[src/rtl/vmalu_pkg.sv]
// ----------------------------------------------------------------------------
// vmalu_pkg
// Shared widths, operation codes and controller/datapath interface types.
// ----------------------------------------------------------------------------
package vmalu_pkg;

  localparam int unsigned DATA_W    = 32;
  localparam int unsigned CMD_W     = 5;
  localparam int unsigned HALF_W    = 16;
  localparam int unsigned SHAMT_W   = $clog2(DATA_W);
  localparam int unsigned DIV_CNT_W = $clog2(DATA_W + 1);
  localparam logic [DIV_CNT_W-1:0] DIV_STEPS = DIV_CNT_W'(DATA_W);

  typedef enum logic [CMD_W-1:0] {
    CMD_MOV  = 5'd0,
    CMD_ADD  = 5'd1,
    CMD_SUB  = 5'd2,
    CMD_MUL  = 5'd3,
    CMD_DIV  = 5'd4,
    CMD_CMP  = 5'd5,
    CMD_SHL  = 5'd6,
    CMD_SHR  = 5'd7,
    CMD_SAR  = 5'd8,
    CMD_AND  = 5'd9,
    CMD_OR   = 5'd10,
    CMD_XOR  = 5'd11,
    CMD_LDL  = 5'd12,
    CMD_LDH  = 5'd13,
    CMD_NOT  = 5'd14,
    CMD_JMP  = 5'd15,
    CMD_JZ   = 5'd16,
    CMD_JNZ  = 5'd17,
    CMD_JN   = 5'd18,
    CMD_JNN  = 5'd19,
    CMD_JP   = 5'd20,
    CMD_JNP  = 5'd21,
    CMD_SWAP = 5'd22
  } cmd_t;

  typedef enum logic {
    ST_IDLE,
    ST_DIV
  } state_t;

  // controller -> datapath
  typedef struct packed {
    logic load_out;    // capture single-cycle result into output register
    logic div_start;   // load divider with operand magnitudes
    logic div_step;    // one restoring-divide iteration
    logic div_finish;  // capture signed quotient/remainder into output register
  } dp_cmd_t;

  // datapath -> controller
  typedef struct packed {
    logic is_div;      // incoming transaction needs the iterative divider
    logic div_done;    // all divide iterations complete
  } dp_stat_t;

endpackage

[src/rtl/vmalu_if.sv]
// ----------------------------------------------------------------------------
// vmalu_if
// Valid/ready channels for operation requests and execute results.
// ----------------------------------------------------------------------------
interface vmalu_in_if;
  logic                                 valid;
  logic                                 ready;
  logic        [vmalu_pkg::CMD_W-1:0]   cmd;
  logic signed [vmalu_pkg::DATA_W-1:0]  operand_a;
  logic signed [vmalu_pkg::DATA_W-1:0]  operand_b;

  modport source (output valid, cmd, operand_a, operand_b, input ready);
  modport sink   (input valid, cmd, operand_a, operand_b, output ready);
endinterface

interface vmalu_out_if;
  logic                                 valid;
  logic                                 ready;
  logic signed [vmalu_pkg::DATA_W-1:0]  result;
  logic signed [vmalu_pkg::DATA_W-1:0]  second_value;
  logic                                 writes_result;
  logic                                 branch_taken;
  logic                                 negative_flag;
  logic                                 zero_flag;
  logic                                 div_error;

  modport source (output valid, result, second_value, writes_result, branch_taken,
                  negative_flag, zero_flag, div_error, input ready);
  modport sink   (input valid, result, second_value, writes_result, branch_taken,
                  negative_flag, zero_flag, div_error, output ready);
endinterface

[src/rtl/vmalu_ctrl.sv]
// ----------------------------------------------------------------------------
// vmalu_ctrl
// Sequencer: accepts transactions, runs the divider, manages the output slot.
// ----------------------------------------------------------------------------
module vmalu_ctrl (
  input  logic                clk,
  input  logic                rst_n,
  input  logic                in_valid,
  output logic                in_ready,
  output logic                out_valid,
  input  logic                out_ready,
  input  vmalu_pkg::dp_stat_t stat,
  output vmalu_pkg::dp_cmd_t  ctl
);

  vmalu_pkg::state_t state_r, state_nxt;
  logic              out_valid_r, out_valid_nxt;
  logic              out_space;
  logic              in_fire;

  // output slot is free now or drains at this edge
  assign out_space = !out_valid_r || out_ready;
  assign in_ready  = (state_r == vmalu_pkg::ST_IDLE) && out_space;
  assign in_fire   = in_valid && in_ready;
  assign out_valid = out_valid_r;

  always_ff @(posedge clk) begin
    if (!rst_n) begin
      state_r     <= vmalu_pkg::ST_IDLE;
      out_valid_r <= 1'b0;
    end else begin
      state_r     <= state_nxt;
      out_valid_r <= out_valid_nxt;
    end
  end

  always_comb begin
    state_nxt = state_r;
    unique case (state_r)
      vmalu_pkg::ST_IDLE: begin
        if (in_fire && stat.is_div) state_nxt = vmalu_pkg::ST_DIV;
      end
      vmalu_pkg::ST_DIV: begin
        if (stat.div_done && out_space) state_nxt = vmalu_pkg::ST_IDLE;
      end
      default: state_nxt = vmalu_pkg::ST_IDLE;
    endcase
  end

  always_comb begin
    ctl = '0;
    unique case (state_r)
      vmalu_pkg::ST_IDLE: begin
        if (in_fire) begin
          if (stat.is_div) ctl.div_start = 1'b1;
          else             ctl.load_out  = 1'b1;
        end
      end
      vmalu_pkg::ST_DIV: begin
        if (!stat.div_done) ctl.div_step   = 1'b1;
        else if (out_space) ctl.div_finish = 1'b1;
      end
      default: ctl = '0;
    endcase
  end

  always_comb begin
    if (ctl.load_out || ctl.div_finish) out_valid_nxt = 1'b1;
    else if (out_ready)                 out_valid_nxt = 1'b0;
    else                                out_valid_nxt = out_valid_r;
  end

endmodule

[src/rtl/vmalu_dp.sv]
// ----------------------------------------------------------------------------
// vmalu_dp
// Datapath: single-cycle ALU, radix-2 restoring divider, N/Z flags, output regs.
// ----------------------------------------------------------------------------
module vmalu_dp (
  input  logic                                clk,
  input  logic                                rst_n,
  input  logic        [vmalu_pkg::CMD_W-1:0]  cmd,
  input  logic signed [vmalu_pkg::DATA_W-1:0] operand_a,
  input  logic signed [vmalu_pkg::DATA_W-1:0] operand_b,
  input  vmalu_pkg::dp_cmd_t                  ctl,
  output vmalu_pkg::dp_stat_t                 stat,
  output logic signed [vmalu_pkg::DATA_W-1:0] result,
  output logic signed [vmalu_pkg::DATA_W-1:0] second_value,
  output logic                                writes_result,
  output logic                                branch_taken,
  output logic                                negative_flag,
  output logic                                zero_flag,
  output logic                                div_error
);

  localparam int unsigned W  = vmalu_pkg::DATA_W;
  localparam int unsigned SW = vmalu_pkg::SHAMT_W;
  localparam int unsigned HW = vmalu_pkg::HALF_W;

  logic [W-1:0]        a_u, b_u;
  logic signed [W-1:0] sar_v;
  logic [SW-1:0]       shamt;
  logic                shift_ok;
  logic                b_zero;

  logic [W-1:0] alu_res, alu_sec, flag_val;
  logic         alu_wr, alu_br, alu_derr, alu_upd, take;

  // divider state
  logic [W-1:0]                    rem_r, quo_r, dvs_r;
  logic [vmalu_pkg::DIV_CNT_W-1:0] cnt_r;
  logic                            q_neg_r, r_neg_r;
  logic [W:0]                      rem_sh, trial;
  logic [W-1:0]                    q_fin, r_fin;

  // output registers and flags
  logic [W-1:0] res_r, sec_r;
  logic         wr_r, br_r, derr_r;
  logic         n_r, z_r;

  assign a_u      = operand_a;
  assign b_u      = operand_b;
  assign shamt    = b_u[SW-1:0];
  assign shift_ok = (b_u[W-1:SW] == '0);
  assign sar_v    = operand_a >>> shamt;
  assign b_zero   = (b_u == '0);

  assign stat.is_div   = (cmd == vmalu_pkg::CMD_DIV) && !b_zero;
  assign stat.div_done = (cnt_r == vmalu_pkg::DIV_STEPS);

  always_comb begin
    alu_res  = '0;
    alu_sec  = '0;
    alu_wr   = 1'b0;
    alu_br   = 1'b0;
    alu_derr = 1'b0;
    alu_upd  = 1'b0;
    take     = 1'b0;
    flag_val = '0;
    unique case (cmd)
      vmalu_pkg::CMD_MOV:  begin alu_res = b_u;       alu_wr = 1'b1; end
      vmalu_pkg::CMD_ADD:  begin alu_res = a_u + b_u; alu_wr = 1'b1; alu_upd = 1'b1; end
      vmalu_pkg::CMD_SUB:  begin alu_res = a_u - b_u; alu_wr = 1'b1; alu_upd = 1'b1; end
      vmalu_pkg::CMD_MUL:  begin alu_res = a_u * b_u; alu_wr = 1'b1; alu_upd = 1'b1; end
      // nonzero divisor goes through the divider; only the error case ends here
      vmalu_pkg::CMD_DIV:  alu_derr = b_zero;
      vmalu_pkg::CMD_CMP:  begin flag_val = a_u - b_u; alu_upd = 1'b1; end
      vmalu_pkg::CMD_SHL: begin
        alu_res = shift_ok ? (a_u << shamt) : '0;
        alu_wr  = 1'b1; alu_upd = 1'b1;
      end
      vmalu_pkg::CMD_SHR: begin
        alu_res = shift_ok ? (a_u >> shamt) : '0;
        alu_wr  = 1'b1; alu_upd = 1'b1;
      end
      vmalu_pkg::CMD_SAR: begin
        alu_res = shift_ok ? sar_v : {W{a_u[W-1]}};
        alu_wr  = 1'b1; alu_upd = 1'b1;
      end
      vmalu_pkg::CMD_AND:  begin alu_res = a_u & b_u; alu_wr = 1'b1; alu_upd = 1'b1; end
      vmalu_pkg::CMD_OR:   begin alu_res = a_u | b_u; alu_wr = 1'b1; alu_upd = 1'b1; end
      vmalu_pkg::CMD_XOR:  begin alu_res = a_u ^ b_u; alu_wr = 1'b1; alu_upd = 1'b1; end
      vmalu_pkg::CMD_LDL:  begin alu_res = {a_u[W-1:HW], b_u[HW-1:0]}; alu_wr = 1'b1; end
      vmalu_pkg::CMD_LDH:  begin alu_res = {b_u[HW-1:0], a_u[HW-1:0]}; alu_wr = 1'b1; end
      vmalu_pkg::CMD_NOT:  begin alu_res = ~a_u; alu_wr = 1'b1; alu_upd = 1'b1; end
      vmalu_pkg::CMD_JMP:  take = 1'b1;
      vmalu_pkg::CMD_JZ:   take = z_r;
      vmalu_pkg::CMD_JNZ:  take = !z_r;
      vmalu_pkg::CMD_JN:   take = n_r;
      vmalu_pkg::CMD_JNN:  take = !n_r;
      vmalu_pkg::CMD_JP:   take = !z_r && !n_r;
      vmalu_pkg::CMD_JNP:  take = z_r || n_r;
      vmalu_pkg::CMD_SWAP: begin alu_res = b_u; alu_sec = a_u; alu_wr = 1'b1; end
      default: ;
    endcase
    if (take) begin
      alu_br  = 1'b1;
      alu_res = a_u;
    end
    if (cmd != vmalu_pkg::CMD_CMP) flag_val = alu_res;
  end

  // restoring divide step on magnitudes
  assign rem_sh = {rem_r, quo_r[W-1]};
  assign trial  = rem_sh - {1'b0, dvs_r};
  assign q_fin  = q_neg_r ? (~quo_r + 1'b1) : quo_r;
  assign r_fin  = r_neg_r ? (~rem_r + 1'b1) : rem_r;

  always_ff @(posedge clk) begin
    if (!rst_n) begin
      cnt_r <= '0;
    end else if (ctl.div_start) begin
      cnt_r <= '0;
    end else if (ctl.div_step) begin
      cnt_r <= cnt_r + 1'b1;
    end
  end

  always_ff @(posedge clk) begin
    if (ctl.div_start) begin
      rem_r   <= '0;
      quo_r   <= a_u[W-1] ? (~a_u + 1'b1) : a_u;
      dvs_r   <= b_u[W-1] ? (~b_u + 1'b1) : b_u;
      q_neg_r <= a_u[W-1] ^ b_u[W-1];
      r_neg_r <= a_u[W-1];
    end else if (ctl.div_step) begin
      if (!trial[W]) begin
        rem_r <= trial[W-1:0];
        quo_r <= {quo_r[W-2:0], 1'b1};
      end else begin
        rem_r <= rem_sh[W-1:0];
        quo_r <= {quo_r[W-2:0], 1'b0};
      end
    end
  end

  always_ff @(posedge clk) begin
    if (!rst_n) begin
      n_r <= 1'b0;
      z_r <= 1'b0;
    end else if (ctl.load_out && alu_upd) begin
      n_r <= flag_val[W-1];
      z_r <= (flag_val == '0);
    end else if (ctl.div_finish) begin
      n_r <= q_fin[W-1];
      z_r <= (q_fin == '0);
    end
  end

  always_ff @(posedge clk) begin
    if (ctl.load_out) begin
      res_r  <= alu_res;
      sec_r  <= alu_sec;
      wr_r   <= alu_wr;
      br_r   <= alu_br;
      derr_r <= alu_derr;
    end else if (ctl.div_finish) begin
      res_r  <= q_fin;
      sec_r  <= r_fin;
      wr_r   <= 1'b1;
      br_r   <= 1'b0;
      derr_r <= 1'b0;
    end
  end

  assign result        = res_r;
  assign second_value  = sec_r;
  assign writes_result = wr_r;
  assign branch_taken  = br_r;
  assign negative_flag = n_r;
  assign zero_flag     = z_r;
  assign div_error     = derr_r;

endmodule

[src/rtl/vm_alu_with_nz_flags_unit.sv]
// ----------------------------------------------------------------------------
// vm_alu_with_nz_flags_unit
// Execute unit of a small 32-bit VM with N and Z condition flags.
// ----------------------------------------------------------------------------
// Usage:
//   in_ch  carries one operation (cmd, operand_a, operand_b) per transaction;
//   out_ch returns exactly one result transaction for each, in order.
//   Both channels are valid/ready; a transaction moves when both are high.
// Throughput:
//   Every operation except a DIV with nonzero divisor has its result
//   registered at acceptance, valid from the next cycle; a new operation can
//   be taken every cycle as long as the result side keeps up.
//   DIV runs a radix-2 restoring divider, one quotient bit per cycle, and
//   registers the result once all 32 iterations are done and the output
//   register is free; no new operation is taken meanwhile.
// Flags:
//   N and Z update when a flag-setting result or compare is registered, so a
//   jump sees the flags left by the last such transaction before it.
// Reset:
//   Synchronous, active low. Clears the flags, the sequencer and the output
//   valid; any operation in flight is dropped.
// Stall:
//   The result waits in the output register while out_ch.ready is low; a
//   new operation is accepted only once that register is free or draining.
// ----------------------------------------------------------------------------
module vm_alu_with_nz_flags_unit (
  input  logic         clk,
  input  logic         rst_n,
  vmalu_in_if.sink     in_ch,
  vmalu_out_if.source  out_ch
);

  vmalu_pkg::dp_cmd_t  ctl;
  vmalu_pkg::dp_stat_t stat;

  vmalu_ctrl u_ctrl (
    .clk       (clk),
    .rst_n     (rst_n),
    .in_valid  (in_ch.valid),
    .in_ready  (in_ch.ready),
    .out_valid (out_ch.valid),
    .out_ready (out_ch.ready),
    .stat      (stat),
    .ctl       (ctl)
  );

  vmalu_dp u_dp (
    .clk           (clk),
    .rst_n         (rst_n),
    .cmd           (in_ch.cmd),
    .operand_a     (in_ch.operand_a),
    .operand_b     (in_ch.operand_b),
    .ctl           (ctl),
    .stat          (stat),
    .result        (out_ch.result),
    .second_value  (out_ch.second_value),
    .writes_result (out_ch.writes_result),
    .branch_taken  (out_ch.branch_taken),
    .negative_flag (out_ch.negative_flag),
    .zero_flag     (out_ch.zero_flag),
    .div_error     (out_ch.div_error)
  );

endmodule

[src/flat_wrapper.sv]
// flat-port wrapper written by rule: the top's interface ports become plain ports
module vm_alu_with_nz_flags_unit_flat 
  (clk, rst_n, in_ch_valid, in_ch_cmd, in_ch_operand_a, in_ch_operand_b, in_ch_ready, out_ch_valid, out_ch_result, out_ch_second_value, out_ch_writes_result, out_ch_branch_taken, out_ch_negative_flag, out_ch_zero_flag, out_ch_div_error, out_ch_ready);
  vmalu_in_if in_ch_i ();
  vmalu_out_if out_ch_i ();
  input  logic clk;
  input  logic rst_n;
  input wire logic [$bits(in_ch_i.valid)-1:0] in_ch_valid;
  input wire logic [$bits(in_ch_i.cmd)-1:0] in_ch_cmd;
  input wire logic [$bits(in_ch_i.operand_a)-1:0] in_ch_operand_a;
  input wire logic [$bits(in_ch_i.operand_b)-1:0] in_ch_operand_b;
  output wire logic [$bits(in_ch_i.ready)-1:0] in_ch_ready;
  output wire logic [$bits(out_ch_i.valid)-1:0] out_ch_valid;
  output wire logic [$bits(out_ch_i.result)-1:0] out_ch_result;
  output wire logic [$bits(out_ch_i.second_value)-1:0] out_ch_second_value;
  output wire logic [$bits(out_ch_i.writes_result)-1:0] out_ch_writes_result;
  output wire logic [$bits(out_ch_i.branch_taken)-1:0] out_ch_branch_taken;
  output wire logic [$bits(out_ch_i.negative_flag)-1:0] out_ch_negative_flag;
  output wire logic [$bits(out_ch_i.zero_flag)-1:0] out_ch_zero_flag;
  output wire logic [$bits(out_ch_i.div_error)-1:0] out_ch_div_error;
  input wire logic [$bits(out_ch_i.ready)-1:0] out_ch_ready;
  assign in_ch_i.valid = in_ch_valid;
  assign in_ch_i.cmd = in_ch_cmd;
  assign in_ch_i.operand_a = in_ch_operand_a;
  assign in_ch_i.operand_b = in_ch_operand_b;
  assign in_ch_ready = in_ch_i.ready;
  assign out_ch_valid = out_ch_i.valid;
  assign out_ch_result = out_ch_i.result;
  assign out_ch_second_value = out_ch_i.second_value;
  assign out_ch_writes_result = out_ch_i.writes_result;
  assign out_ch_branch_taken = out_ch_i.branch_taken;
  assign out_ch_negative_flag = out_ch_i.negative_flag;
  assign out_ch_zero_flag = out_ch_i.zero_flag;
  assign out_ch_div_error = out_ch_i.div_error;
  assign out_ch_i.ready = out_ch_ready;
  vm_alu_with_nz_flags_unit u_core (.clk(clk), .rst_n(rst_n), .in_ch(in_ch_i), .out_ch(out_ch_i));
endmodule
[config.mk]
export PLATFORM = sky130hd
export DESIGN_NAME = vm_alu_with_nz_flags_unit_flat
export DESIGN_NICKNAME = d
export VERILOG_FILES = /design/src/rtl/vmalu_pkg.sv /design/src/rtl/vmalu_if.sv /design/src/rtl/vmalu_ctrl.sv /design/src/rtl/vmalu_dp.sv /design/src/rtl/vm_alu_with_nz_flags_unit.sv /design/src/flat_wrapper.sv
export SDC_FILE = /design/constraint.sdc
export NUM_CORES = 2
export LEC_CHECK = 0
export BUFFER_PORTS_ARGS = -buffer_cell sky130_fd_sc_hd__buf_2
export CAP_MARGIN = 20
export CELL_PAD_IN_SITES_DETAIL_PLACEMENT = 1
export CELL_PAD_IN_SITES_GLOBAL_PLACEMENT = 1
export CORE_AREA = 2 2 277 279
export DETAILED_ROUTE_END_ITERATION = 10
export DIE_AREA = 0 0 279 281
export PLACE_DENSITY_LB_ADDON = 0.15
export SKIP_LAST_GASP = 1
export SLEW_MARGIN = 20
export SYNTH_ARGS = -nofsm -noshare
export SYNTH_HDL_FRONTEND = slang
export SYNTH_HIERARCHICAL = 1
export SYNTH_SLANG_ARGS = --single-unit
[constraint.sdc]
create_clock -name clk -period 10.7 [get_ports clk]
set_clock_uncertainty 0.2 [all_clocks]
set_input_delay 1.605 -clock clk [delete_from_list [all_inputs] [get_ports clk]]
set_output_delay 1.605 -clock clk [all_outputs]
set_load 0.01 [all_outputs]
### Yosys cells after proc, flatten, opt, wreduce, memory -nomap -nowiden

Cells that the tools add are included.

| word-level totals | value |
|---|---|
| bits in registers | 175 |
| input port bits | 73 |
| output and inout bits | 71 |
| logic and storage cells | 136 |

| cells by class | value |
|---|---|
| add/sub/neg operators | 8 |
| $mul | 1 |
| equal/unequal tests | 24 |
| shift operators | 3 |
| mux-type cells | 47 |
| bitwise gates (word level) | 10 |
| reduce and logical (&&, ||, !) cells | 27 |

Operators with widths:

| cell | count |
|---|---|
| $mux 32 | 17 |
| $pmux 32 s13 | 1 |
| $add 32x1->32 const B | 4 |
| $not 32->32 | 4 |
| $logic_not 32->1 | 3 |
| $eq 5x4->1 const B | 8 |
| $eq 5x5->1 const B | 7 |
| $sub 33x32->33 | 1 |
| $add 32x32->32 | 1 |
| $and 32x32->32 | 1 |
| $mul 32x32->32 | 1 |
| $or 32x32->32 | 1 |
| $shl 32x5->32 | 1 |
| $shr 32x5->32 | 1 |
| $sshr 32x5->32 | 1 |
| $sub 32x32->32 | 1 |
| $xor 32x32->32 | 1 |
| $mux 31 | 1 |
| $logic_not 27->1 | 1 |
| $mux 1 | 23 |
| $eq 5x3->1 const B | 4 |
| $reduce_or 14->1 | 1 |
| $reduce_or 11->1 | 1 |
| $eq 5x2->1 const B | 2 |
| other kinds (15) | 33 |

### Longest topological paths before layout

| logic depth | value |
|---|---|
| depth in word-level cells | 8 |
| mapped depth | 33 |
| depth with buffers taken out | 30 |

### Modules after synthesis

Netlist, hierarchy kept.

Modules (own cells, without submodules):

| module | times used | cells an instance | area an instance (um^2) | seq. area each (um^2) |
|---|---|---|---|---|
| vmalu_dp | 1 | 4,597 | 37,357.1 | 4,794.6 |
| vmalu_ctrl | 1 | 16 | 122.6 | 40.0 |

### Worst setup path before layout

OpenSTA, ideal clock, no wires.

| timing path | value |
|---|---|
| path kind | in2reg |
| start | input in_ch_operand_b[2] |
| end | register u_core.u_dp.z_r, in the netlist u_core/u_dp/zero_flag |
| setup time | 0.096 ns |
| arrival | 9.517 ns |
| required time | 10.404 ns |
| slack | 0.887 ns |
| cell stages on the path | 29 |
| buffers on the path | 4 |
| path through | clkbuf_1 -> inv_2 -> buf_1 -> buf_1 -> buf_1 -> nor2_1 -> fa_1 -> fa_1 -> fa_1 -> inv_1 -> fa_1 -> inv_1 -> ha_1 -> ha_1 -> fa_1 -> fa_1 -> ha_1 -> a21o_1 -> a2111oi_0 -> o31ai_1 -> a311oi_1 -> o21ai_0 -> a41o_1 -> o21ai_0 -> mux2i_1 -> a211oi_1 -> and4_1 -> a21oi_1 -> o41ai_2 |

| on the way | value |
|---|---|
| word-level cells in the longest chain between the ends | 8 |
| elaborated cells on any way between the ends | 26 |
| classes of those cells | add/sub: 2; mul: 1; shift: 3; mux: 11; bitwise: 3; reduce/logical: 6 |

Ends and longest elaborated chain:

| element | line | source |
|---|---|---|
| start: declaration | flat_wrapper.sv:11 | `input wire logic [$bits(in_ch_i.operand_b)-1:0] in_ch_operand_b;` |
| parallel branches: the longest is 8 deep, another holds $mul 32x32->32 | - |  |
| end signal: assignment | vmalu_dp.sv:149 | `z_r <= (flag_val == '0);` |
| end signal: assignment | vmalu_dp.sv:152 | `z_r <= (q_fin == '0);` |
| end: declaration | vmalu_dp.sv:45 | `logic n_r, z_r;` |

Parallel ways; which one is timed is not known.
A chain may end at the register's enable or synchronous reset.

### Worst setup path in the final report

| timing path | value |
|---|---|
| start | input in_ch_operand_b[5] |
| end | register u_core.u_dp.z_r, in the netlist u_core/u_dp/zero_flag |

Same word-level chain as after synthesis.

==> impl_metrics.ini <==
[outcome]
outcome = completed

[synth]
synth_cell_types = 94
synth.avg_cell_area_um2 = 8.125
synth_area_um2 = 37480
synth_top_cells_by_area = fa_1 (22%), edfxtp_1 (11%), ha_1 (8.6%)
yosysWarnings = 6
synth-edff-count = 133
synthArstFlopShare = 0
netlist.area_leader.share = 0.2195
yosysSeqAreaShare = 0.1290
synth_cells = 4613
synth-main-ff-cell = edfxtp_1
synth_nets = 5354
synth_top_area_cell = fa_1
postSynthRegisterBits = 175

[worst_setup_path]
cp.arrival_ns = 10.33
worstPathRequired_ns = 10.86
cp-end-kind = flip-flop
crit_fanout = 16
path_class = input pin to flip-flop
start_kind = input pin

[floorplan]
core_um2 = 75440
die_area_um2 = 78400
die_h_um = 281
rows = 101
die_x_um = 279
io_pins = 144
initial_core_util = 0.4968

[cts]
cts_buffer_depth = 2
cts_tree = built
cts_htree_levels = 4
clk_pin_slew_ns = 0.08
cts_root_buffer = clkbuf_16
hold_buffers = 0
numCtsBuffers = 17
post-cts-setup-buffers = 0
clk_latency_ns = 0.48
clock-sinks = 175
cts_resized = 0

[timing]
tightest_slew_ns = 1.245
setup_viol = 0
slew_headroom = 0.1591
finalCriticalPeriod_ns = 10.17
fmax_ghz = 0.09832
setup_tns_ns = 0
finalHoldViolCount = 0
timing.final.crit_share = 0.9505
drv_slew = 0
rsz0062_at_grt = false

[grt]
grt_pass1_wl_mm = 280.7
grt_pass1_vias = 40130
grt_start_max_net_pins = 135
antenna_found_initial = 16
grt_overflow = 0
grtUsageTotal = 0.4980

[routing]
drtPass1Iterations = 6
dr.first_iter.drc_count = 4840
via_count = 38930
drtAntennaViolNets = 0
wl_per_cell_um = 34.98
routed_wl_mm = 197.0
drc_errors = 0
viasPerCell = 6.912

[min_path]
hp-class = flip-flop to flip-flop

[place]
hpwl_mm = 152.9
portBuffers = 143
gp_congestion = 1.076

[run]
drv_cap = 0

[layout]
drive_gt1_frac = 0.1104
area_delta_synth_final_pct = 7.735
nNetsFinal = 5373
[routing by layer]
layer  wire length (um)  track usage  up-vias
met2              80990       0.7252     2765
met1              72310       0.6149    19500
met3              26320       0.1734      826
met5                154            0        -
met4              17230       0.3537       18
li1                   -            -    15820
[layout by cell type (no fill, tap or decap), types with 44 or more instances in the layout]
| cell type | Yosys | final |
|---|---|---|
| a211oi_1 | 73 | 73 |
| a21oi_1 | 191 | 191 |
| buf_2 | 8 | 140 |
| buf_4 | 0 | 200 |
| edfxtp_1 | 133 | 133 |
| fa_1 | 411 | 411 |
| ha_1 | 257 | 257 |
| inv_1 | 503 | 501 |
| mux2i_1 | 96 | 96 |
| mux4_2 | 47 | 47 |
| nand2_1 | 476 | 476 |
| nand2b_1 | 44 | 44 |
| nand3_1 | 81 | 81 |
| nor2_1 | 589 | 583 |
| nor3_1 | 63 | 61 |
| o21ai_0 | 217 | 217 |
| xnor2_1 | 194 | 194 |
| xor2_1 | 69 | 68 |
[worst max-delay path, stage by stage]
cell and delay (ns):
buf_2 0.50, inv_1 0.50, buf_4 0.32, nor2_1 0.17, fa_1 0.46, fa_1 0.48, fa_1 0.55, inv_1 0.05
fa_1 0.48, inv_1 0.06, fa_1 0.49, fa_1 0.52, fa_1 0.60, fa_1 0.49, ha_1 0.43, mux2i_1 0.31
o22ai_1 0.13, a211oi_1 0.19, nand2_1 0.08, a211oi_1 0.28, o221a_2 0.23, o211ai_1 0.16, a211oi_1 0.61, and4_1 0.30
a21oi_1 0.08, o41ai_2 0.23
[cells in the mapped netlist, types with 73 or more instances]
library cell	number
nor2_1	589
inv_1	503
nand2_1	476
fa_1	411
clkbuf_1	258
ha_1	257
o21ai_0	217
xnor2_1	194
a21oi_1	191
edfxtp_1	133
mux2i_1	96
nand3_1	81
buf_1	74
a211oi_1	73
[final timing paths]
kind                               from                    end  slack, ns  cells past startpoint
hold / removal     u_core/u_dp/cnt_r[5]   u_core/u_dp/cnt_r[5]       0.31                      2
hold reg to reg    u_core/u_dp/cnt_r[5]   u_core/u_dp/cnt_r[5]       0.31                      2
setup reg to reg  u_core/u_dp/quo_r[31]   u_core/u_dp/quo_r[0]       5.12                     15
setup / recovery     in_ch_operand_b[5]  u_core/u_dp/zero_flag       0.53                     26
[logic make-up (layout without fill, tap and decap cells)]
| group | Yosys count | count (layout) | share of synthesized area |
|---|---|---|---|
| AOI/OAI and AO/OA | 983 | 983 | 0.1790 |
| xor gates and xnor gates | 263 | 263 | 0.06146 |
| adders and majority gates | 668 | 668 | 0.3053 |
| buffers and inverters | 863 | 895 | 0.08710 |
| DFF | 175 | 175 | 0.1290 |
| muxes | 165 | 165 | 0.06049 |
| other | 0 | 9 | 0 |
| and+or+nand+nor | 1496 | 1496 | 0.1776 |
[area by class of cell]
type | count | area [um2]
clock buffer | 17 | 425.4
timing repair buffer | 342 | 2242
clock inverter | 15 | 202.7
sequential | 175 | 4835
inverter | 521 | 1956
multi-input combinational | 3575 | 29470
antenna | 9 | 22.52
fill | 9148 | 35060
tap | 978 | 1224
[sequential cells by signal, indices dropped and copies added (netlist names)]
signal / count
u_core/u_dp/quo_r: 32
u_core/u_dp/cnt_r: 6
u_core/u_dp/second_value: 32
u_core/u_dp/div_error: 1
u_core/u_dp/rem_r: 32
u_core/u_dp/r_neg_r: 1
u_core/u_dp/result: 32
u_core/u_dp/q_neg_r: 1
u_core/u_dp/writes_result: 1
u_core/u_dp/zero_flag: 1
u_core/u_ctrl/state_r: 1
u_core/u_dp/branch_taken: 1
u_core/u_dp/negative_flag: 1
u_core/u_ctrl/out_valid: 1
u_core/u_dp/dvs_r: 32
[metrics by stage]
step           utilization  setup WS (ns)  area [um2]  hold slack [ns]  instances
2_1_floorplan            -         0.8870       37480           0.2584       4613
3_3_place_gp        0.5265         0.6772       39720           0.2760       5591
3_5_place_dp        0.5265         0.4764       39720           0.3031       5591
4_1_cts             0.5348         0.9018       40350           0.3144       5623
5_1_grt             0.5350         0.4269       40360           0.3522       5624
6_report            0.5352         0.5291       40380           0.3101       5632
Power is left out: the tool's default activity adds up to more than one toggle a clock period on the data nets, which glitch-free logic cannot reach.
